## config.mk

```make
export PLATFORM = sky130hd
export DESIGN_NAME = threshold_alert_projection_encoder_top
export DESIGN_NICKNAME = d
export VERILOG_FILES = /design/src/hdl/tape_pkg.sv /design/src/hdl/tape_div.sv /design/src/hdl/threshold_alert_projection_encoder_top.sv
export SDC_FILE = /design/constraint.sdc
export NUM_CORES = 2
export LEC_CHECK = 0
export ABC_CLOCK_PERIOD_IN_PS = 12700
export BUFFER_PORTS_ARGS = -buffer_cell sky130_fd_sc_hd__buf_2
export CAP_MARGIN = 40
export CORE_MARGIN = 1.5
export CORE_UTILIZATION = 60
export DETAILED_ROUTE_END_ITERATION = 8
export PLACE_DENSITY_LB_ADDON = 0.1
export SETUP_SLACK_MARGIN = 0.1
export SLEW_MARGIN = 20
export SYNTH_ARGS = -nofsm -noshare
export SYNTH_HDL_FRONTEND = slang
export SYNTH_SLANG_ARGS = --single-unit
export TNS_END_PERCENT = 1
```

## constraint.sdc

```tcl
create_clock -name clk -period 12.7 [get_ports clk]
set_clock_uncertainty 0.2 [all_clocks]
set_input_delay 1.27 -clock clk [delete_from_list [all_inputs] [get_ports clk]]
set_output_delay 1.27 -clock clk [all_outputs]
set_load 0.01 [all_outputs]
```

## src/hdl/tape_pkg.sv

```systemverilog
// Package for the threshold alert projection encoder.
// Holds the sequencer state types, thresholds, weight and tanh tables and
// the divider constants. It depends on nothing else.
package tape_pkg;

  typedef enum logic [3:0] {
    ST_IDLE,
    ST_DELTA,
    ST_RISE,
    ST_MULV,
    ST_SUM,
    ST_ABS,
    ST_SATCHK,
    ST_DIV,
    ST_TMUL,
    ST_TFIN,
    ST_OUT
  } state_t;

  typedef enum logic [1:0] {
    DV_IDLE,
    DV_EST,
    DV_BACK,
    DV_FIX
  } div_state_t;

  typedef logic signed [19:0] coef_tab_t [32];

  localparam int NUM_ROWS = 5;
  localparam int NUM_COLS = 32;
  localparam int QUOT_W = 18;
  localparam int TANH_FRAC_BITS = 14;
  localparam int RECIP_SHIFT = 20;

  localparam longint DIV_DEN = 64'sd3000000;
  localparam longint DIV_HALF = 64'sd1500000;
  localparam longint DIV_RECIP = (64'sd1 <<< (2 * RECIP_SHIFT)) / DIV_DEN;
  localparam logic [50:0] SAT_LIM = 51'd786432000000;
  localparam logic signed [19:0] RISE_GAIN = 20'sd300;
  localparam logic signed [15:0] TANH_MAX = 16'sd32767;

  localparam logic signed [31:0] VAL_LIM [5] = '{
    32'sd32768000, 32'sd3276800, 32'sd32768000, 32'sd3276800, 32'sd6553
  };
  localparam logic signed [31:0] RISE_LIM [5] = '{
    32'sd13107200, 32'sd3276800, 32'sd6553600, 32'sd1310720, 32'sd655
  };

  localparam logic [15:0] TANH_TAB [17] = '{
    16'd0, 16'd8025, 16'd15143, 16'd20813, 16'd24956, 16'd27797, 16'd29660,
    16'd30847, 16'd31589, 16'd32048, 16'd32329, 16'd32501, 16'd32606,
    16'd32670, 16'd32708, 16'd32732, 16'd32746
  };

  localparam int ROW_FAC [NUM_ROWS] = '{10, 6, 15, 30, 3000};

  localparam int WT [NUM_ROWS * NUM_COLS] = '{
    85, 12, -44, 91, 33, -21, 77, 5, 62, -19, 41, 88, -31, 54, 11, -67,
    29, 83, -15, 47, 66, -38, 92, 14, 51, -27, 73, 9, -45, 61, 35, -81,
    34, 95, 18, -52, 71, 43, -16, 89, -37, 64, 22, -79, 58, 3, 86, 27,
    -61, 49, 76, -11, 38, 82, -24, 67, 15, 93, -48, 31, 70, -5, 56, 19,
    -22, 41, 87, 19, -63, 78, 31, -44, 85, 12, -56, 39, 74, -28, 65, 8,
    91, -33, 46, 80, -17, 53, 26, -71, 40, 68, 13, -84, 25, 59, -36, 72,
    67, -31, 52, 84, 9, -76, 48, 23, -90, 37, 61, -14, 45, 79, -26, 58,
    17, -69, 35, 81, -42, 28, 64, 6, -88, 43, 57, -21, 39, 75, -18, 50,
    19, 74, -29, 63, 88, 7, -55, 42, 71, -36, 80, 25, -68, 49, 16, 93,
    -21, 58, 34, -77, 62, 11, -49, 86, 30, -64, 53, 79, -13, 47, 28, -70
  };

  // Each column folds the weights over the scales onto the common
  // denominator of the divider.
  function automatic coef_tab_t build_coef();
    coef_tab_t t;
    int acc;
    for (int c = 0; c < NUM_COLS; c++) begin
      acc = 0;
      for (int r = 0; r < NUM_ROWS; r++) begin
        acc = acc + ROW_FAC[r] * WT[r * NUM_COLS + c];
      end
      t[c] = 20'(acc);
    end
    return t;
  endfunction

  localparam coef_tab_t COEF_TAB = build_coef();

endpackage

```

## src/hdl/tape_div.sv

```systemverilog
// Divider by the fixed argument denominator: a reciprocal multiply gives a
// quotient estimate that a remainder check raises by up to two; done is
// registered after DV_FIX. Uses tape_pkg for the constants and phase type.
module tape_div (
  input  logic        clk,
  input  logic        rst,
  input  logic        start,
  input  logic [39:0] dividend,
  output logic [17:0] quot,
  output logic        done
);
  import tape_pkg::*;

  localparam logic [21:0] Den = 22'(DIV_DEN);
  localparam logic [19:0] Recip = 20'(DIV_RECIP);
  localparam logic [39:0] DenTwice = 40'(2 * DIV_DEN);

  div_state_t phase;
  div_state_t phase_next;

  logic [39:0] num;
  logic [17:0] qest;
  logic [39:0] rem;
  logic [21:0] mul_x;
  logic [19:0] mul_y;
  logic [41:0] mul_p;

  assign mul_p = mul_x * mul_y;

  always_ff @(posedge clk) begin
    if (rst) begin
      phase <= DV_IDLE;
    end else begin
      phase <= phase_next;
    end
  end

  always_comb begin
    phase_next = phase;
    mul_x      = 22'(num[39:RECIP_SHIFT]);
    mul_y      = Recip;
    case (phase)
      DV_IDLE: begin
        if (start) begin
          phase_next = DV_EST;
        end
      end
      DV_EST: begin
        phase_next = DV_BACK;
      end
      DV_BACK: begin
        mul_x      = Den;
        mul_y      = 20'(qest);
        phase_next = DV_FIX;
      end
      DV_FIX: begin
        phase_next = DV_IDLE;
      end
      default: begin
        phase_next = DV_IDLE;
      end
    endcase
  end

  always_ff @(posedge clk) begin
    if (rst) begin
      done <= 1'b0;
    end else begin
      done <= (phase == DV_FIX);
    end
  end

  always_ff @(posedge clk) begin
    case (phase)
      DV_IDLE: begin
        if (start) begin
          num <= dividend;
        end
      end
      DV_EST: begin
        qest <= mul_p[RECIP_SHIFT +: QUOT_W];
      end
      DV_BACK: begin
        rem <= num - mul_p[39:0];
      end
      DV_FIX: begin
        if (rem >= DenTwice) begin
          quot <= qest + 18'd2;
        end else if (rem >= 40'(Den)) begin
          quot <= qest + 18'd1;
        end else begin
          quot <= qest;
        end
      end
      default: begin
      end
    endcase
  end

endmodule

```

## src/hdl/threshold_alert_projection_encoder_top.sv

```systemverilog
// Top level of the threshold alert projection encoder.
// Uses tape_pkg and instantiates tape_div.
//
// Usage:
// The input channel (in_valid, in_stall) takes one telemetry sample per
// transfer. The block keeps the last primary value of each stream and
// forms the saturated rise. A sample whose value or rise exceeds its
// stream's thresholds produces VECTOR_LENGTH output transfers, one per
// column, with last set on the final one; other samples produce none.
// A sample with a stream id of STREAM_COUNT or more is taken and ignored.
// Each column of an alerting sample runs through one shared multiplier
// and a reciprocal divider; the divider is skipped when tanh saturates.
// The input stalls for the whole sample. While out_stall is high the
// current column holds on the output ports and nothing advances. Reset
// clears the stored stream values to zero and returns the sequencer to
// idle.
module threshold_alert_projection_encoder_top #(
  parameter int STREAM_COUNT  = 5,
  parameter int VECTOR_LENGTH = 32
) (
  input  logic               clk,
  input  logic               rst,
  input  logic               in_valid,
  output logic               in_stall,
  input  logic [2:0]         stream_id,
  input  logic signed [31:0] sample_value,
  input  logic signed [31:0] second_value,
  output logic               out_valid,
  input  logic               out_stall,
  output logic [2:0]         alert_stream,
  output logic [4:0]         element_index,
  output logic signed [15:0] embedding_value,
  output logic signed [31:0] echo_value,
  output logic signed [31:0] echo_second,
  output logic signed [31:0] rise,
  output logic               last
);
  import tape_pkg::*;

  localparam int SidW = (STREAM_COUNT > 1) ? $clog2(STREAM_COUNT) : 1;
  localparam logic [4:0] LastCol = 5'(VECTOR_LENGTH - 1);
  localparam logic [2:0] StreamLim = 3'(STREAM_COUNT);

  state_t state;
  state_t state_next;

  logic [2:0]         sid;
  logic signed [31:0] v;
  logic signed [31:0] v2;
  logic signed [31:0] d;
  logic signed [40:0] rise300;
  logic signed [51:0] prod;
  logic signed [52:0] s;
  logic               neg;
  logic [50:0]        mag;
  logic [4:0]         col;
  logic signed [15:0] emb;
  logic signed [31:0] prev [STREAM_COUNT];

  logic [SidW-1:0]    sid_idx;
  logic signed [31:0] prev_rd;
  logic [32:0]        diff33;
  logic signed [31:0] d_sat;
  logic               alert;

  logic signed [31:0] mul_a;
  logic signed [19:0] mul_b;
  logic signed [51:0] mul_p;

  logic               div_start;
  logic               div_done;
  logic [17:0]        quot;

  logic [4:0]         tidx;
  logic [13:0]        frac;
  logic [12:0]        tdiff;
  logic [15:0]        ymag;

  assign sid_idx = sid[SidW-1:0];
  assign prev_rd = prev[sid_idx];
  assign diff33  = {v[31], v} - {prev_rd[31], prev_rd};

  always_comb begin
    if (diff33[32] != diff33[31]) begin
      d_sat = diff33[32] ? 32'sh8000_0000 : 32'sh7fff_ffff;
    end else begin
      d_sat = signed'(diff33[31:0]);
    end
  end

  assign alert = (v > VAL_LIM[sid]) || (d > RISE_LIM[sid]);
  assign mul_p = mul_a * mul_b;

  assign tidx  = {1'b0, quot[17:14]};
  assign frac  = quot[13:0];
  assign tdiff = 13'(TANH_TAB[tidx + 5'd1] - TANH_TAB[tidx]);
  assign ymag  = TANH_TAB[tidx] + 16'((prod[27:0] + 28'd8192) >> TANH_FRAC_BITS);

  tape_div u_div (
    .clk      (clk),
    .rst      (rst),
    .start    (div_start),
    .dividend (mag[39:0]),
    .quot     (quot),
    .done     (div_done)
  );

  always_ff @(posedge clk) begin
    if (rst) begin
      state <= ST_IDLE;
    end else begin
      state <= state_next;
    end
  end

  always_comb begin
    state_next = state;
    in_stall   = 1'b1;
    out_valid  = 1'b0;
    div_start  = 1'b0;
    mul_a      = v;
    mul_b      = COEF_TAB[col];
    case (state)
      ST_IDLE: begin
        in_stall = 1'b0;
        if (in_valid && (stream_id < StreamLim)) begin
          state_next = ST_DELTA;
        end
      end
      ST_DELTA: begin
        state_next = ST_RISE;
      end
      ST_RISE: begin
        mul_a      = d;
        mul_b      = RISE_GAIN;
        state_next = alert ? ST_MULV : ST_IDLE;
      end
      ST_MULV: begin
        state_next = ST_SUM;
      end
      ST_SUM: begin
        state_next = ST_ABS;
      end
      ST_ABS: begin
        state_next = ST_SATCHK;
      end
      ST_SATCHK: begin
        if (mag >= SAT_LIM) begin
          state_next = ST_OUT;
        end else begin
          div_start  = 1'b1;
          state_next = ST_DIV;
        end
      end
      ST_DIV: begin
        if (div_done) begin
          state_next = ST_TMUL;
        end
      end
      ST_TMUL: begin
        mul_a      = signed'({19'b0, tdiff});
        mul_b      = signed'({6'b0, frac});
        state_next = ST_TFIN;
      end
      ST_TFIN: begin
        state_next = ST_OUT;
      end
      ST_OUT: begin
        out_valid = 1'b1;
        if (!out_stall) begin
          state_next = (col == LastCol) ? ST_IDLE : ST_MULV;
        end
      end
      default: begin
        state_next = ST_IDLE;
      end
    endcase
  end

  always_ff @(posedge clk) begin
    if (rst) begin
      for (int i = 0; i < STREAM_COUNT; i++) begin
        prev[i] <= '0;
      end
    end else if (state == ST_DELTA) begin
      prev[sid_idx] <= v;
    end
  end

  always_ff @(posedge clk) begin
    case (state)
      ST_IDLE: begin
        sid <= stream_id;
        v   <= sample_value;
        v2  <= second_value;
      end
      ST_DELTA: begin
        d <= d_sat;
      end
      ST_RISE: begin
        rise300 <= mul_p[40:0];
        col     <= '0;
      end
      ST_MULV: begin
        prod <= mul_p;
      end
      ST_SUM: begin
        s <= 53'(prod) + 53'(rise300);
      end
      ST_ABS: begin
        neg <= s[52];
        mag <= s[52] ? 51'(DIV_HALF - s) : 51'(s + DIV_HALF);
      end
      ST_SATCHK: begin
        emb <= neg ? -TANH_MAX : TANH_MAX;
      end
      ST_TMUL: begin
        prod <= mul_p;
      end
      ST_TFIN: begin
        emb <= neg ? -signed'(ymag) : signed'(ymag);
      end
      ST_OUT: begin
        if (!out_stall && (col != LastCol)) begin
          col <= col + 5'd1;
        end
      end
      default: begin
      end
    endcase
  end

  assign alert_stream    = sid;
  assign element_index   = col;
  assign embedding_value = emb;
  assign echo_value      = v;
  assign echo_second     = v2;
  assign rise            = d;
  assign last            = (col == LastCol);

endmodule
```

==> results.tsv <==
metric	value	unit
dp_hpwl	160000	µm
dr.pass1.iters	7	
clk-insertion-delay-late	690	ps
maxCapViolCount	0	
synth_compound_area_share	9.26	%
grtUsageTotal	34.7	%
synthMuxAreaShare	2.75	%
yosys_warnings	0	
crit_slowest_cell	edfxtp_1	
drt_iter0_drc	4728	
die_h	348	µm
htreeDepth	3	
port_buffers	193	
tightest_slew	1140	ps
worstHoldStart	mag[3]	
avgSynthCellArea	10.2	µm²
crit_arrival	12060	ps
synthCells	7012	
cts_made_buffers	77	
drive_above_1_share	7.87	%
crit_start	u_div.quot[15]	
viasPerCell	5.93	
r2r-start	u_div.quot[15]	
ctsRootBufferMaster	clkbuf_16	
grt-ovfl-total	0	
fillers	9378	
cts_setup_buffers	0	
ff2ff_setup_slack	840	ps
num_rows	126	
worst-path-max-fanout	17	
synth_top_area_cell	edfxtp_1	
netlist_top_cells_area	edfxtp_1, fa_1, ha_1	
slew_viol_final	0	
cts_tree	done	
max_freq	0.0843	GHz
pin_count	194	
wire_per_inst	23.2	µm
synth_cell_types	90	
grt_pass1_wl	318000	µm
slew_headroom	23.7	%
finalCriticalPeriod	11860	ps
synth_ff_type	edfxtp_1	
fin_crit_sh	93.4	%
routed_wl	205000	µm
die-area	121000	µm²
fin_tns_setup	0	ps
antenna_found_initial	1	
synth_top_cell_area_share	28.7	%
drtAntennaViolNets	0	
yosys.area_share.simple	12.3	%
clock_path_buffers	3	
synth_fa_ha_area_share	35.0	%
synth_top_family_by_area	adder cells	
fin_util	65.9	%
route.detailed.drc	0	
clk_pin_slew	60	ps
yosysMostFrequentCell	inv_1	
hold_buffers	0	
status	finished clean	
cp.required	12900	ps
clkSinkCount	693	
area_growth	8.68	%
hold_path.class	register to register	
synth_edf_count	683	
synthXorXnorAreaFrac	3.71	%
crit_path_frequent_cell	fa_1	
setup_viol	0	
start_util	60.6	%
async_reset_ff_share	0	%
vias	52252	
place.gp.congestion	0.964	
layout.nets	8722	
dieWidth	348	µm
startpoint_type	register	
yosys-top-cells-count	inv_1, fa_1, nand2_1, edfxtp_1, ha_1	
grt_pass1_vias	53767	
diodes	0	
rsz0062_at_grt	false	
endpoint_kind	register	
slowest_delay	610	ps
cts_resized	0	
hold_viol	0	
crit_type	register to register	
grt_max_degree	61	
coreArea	118000	µm²
syn_area	71600	µm²
ys_seq_elements	693	
synth.yosys.seq_area_share	28.9	%
[cell usage in the layout, fill, tap and decap left out, types with 36 or more instances in the layout]
cell type     n
nor2b_1      97
nand4_1      49
xor2_1      104
fa_1        939
nor3_1       77
buf_4        99
o21ai_1      75
mux2i_1      44
and2_1      199
edfxtp_1    683
clkbuf_16    77
inv_1      1249
and3_1       36
nand2b_1     74
o21ai_0     158
a21o_1      133
ha_1        493
a21oi_1     291
xnor2_1     199
mux4_2       66
nand3_1      72
buf_2       199
o21a_1       46
nor2_1      461
conb_1       78
nand2_1     695
[flip-flops by register name (all words and copies together) (netlist names), 3 cells and up, named ones only]
name	count
u_div.quot	18
embedding_value	16
rise	32
element_index	5
alert_stream	3
echo_value	32
prod	52
u_div.num	40
mag	51
u_div.qest	18
u_div.rem	34
rise300	41
prev	256
echo_second	32
s	52
state	4
[layout make-up]
type	instances	area (µm²)	area share (%)
clock buffers	94	1990	2.56
clock inverters	49	622	0.800
inverters	1260	4730	6.08
multi-input cells	4864	45600	58.6
flip-flops and latches	693	20700	26.6
well taps	1536	1920	2.47
repair buffers	322	2230	2.87
[path summary, 6_finish.rpt]
check	to	cells past startpoint
hold reg to reg	u_div.num[3]	0
hold / removal	u_div.num[3]	0
setup reg to reg	prod[51]	43
setup / recovery	prod[51]	43
[cells by family (layout without fill, tap and decap cells)]
| group | after synthesis | after routing |
|---|---|---|
| multiplexers | 114 | 114 |
| adder cells (fa/ha/maj) | 1437 | 1437 |
| flip-flops | 693 | 693 |
| AND/OR/NAND/NOR | 1891 | 1891 |
| XOR/XNOR | 303 | 303 |
| AO/OA/AOI/OAI | 1041 | 1041 |
| buffers and inverters | 1531 | 1725 |
| other | 2 | 78 |
[worst max-delay path: cells and delay by family (launching register included)]
kind,cells,cell delay (ps)
compound gates,19,3780
flops,1,610
simple gates,2,280
fa+ha+maj,12,5570
mux,1,200
buf+inv,7,540
xor+xnor,2,390
[layer usage]
metal / share of wire [%] / up-vias / track usage (%) / wire length (µm)
met4: 5.3 / 0 / 15.7 / 10800
li1: - / 23286 / - / -
met5: 0 / - / 0 / 0
met2: 48 / 2220 / 57.9 / 98300
met1: 39 / 26211 / 45.1 / 79800
met3: 7.7 / 535 / 5.33 / 15800
[per-stage QoR]
step | setup WS (ps) | std cells | cell area, µm² | hold WS, ps
after global routing | 140 | 8818 | 77800 | 263
after global placement | 866 | 8641 | 74600 | 236
after detailed placement | 973 | 8668 | 75000 | 240
after floorplan | 2010 | 7088 | 71800 | 218
final | 841 | 8818 | 77800 | 255
after CTS | 953 | 8811 | 77600 | 256
Power is left out: the tool's default activity adds up to more than one toggle a clock period on the data nets, which glitch-free logic cannot reach.
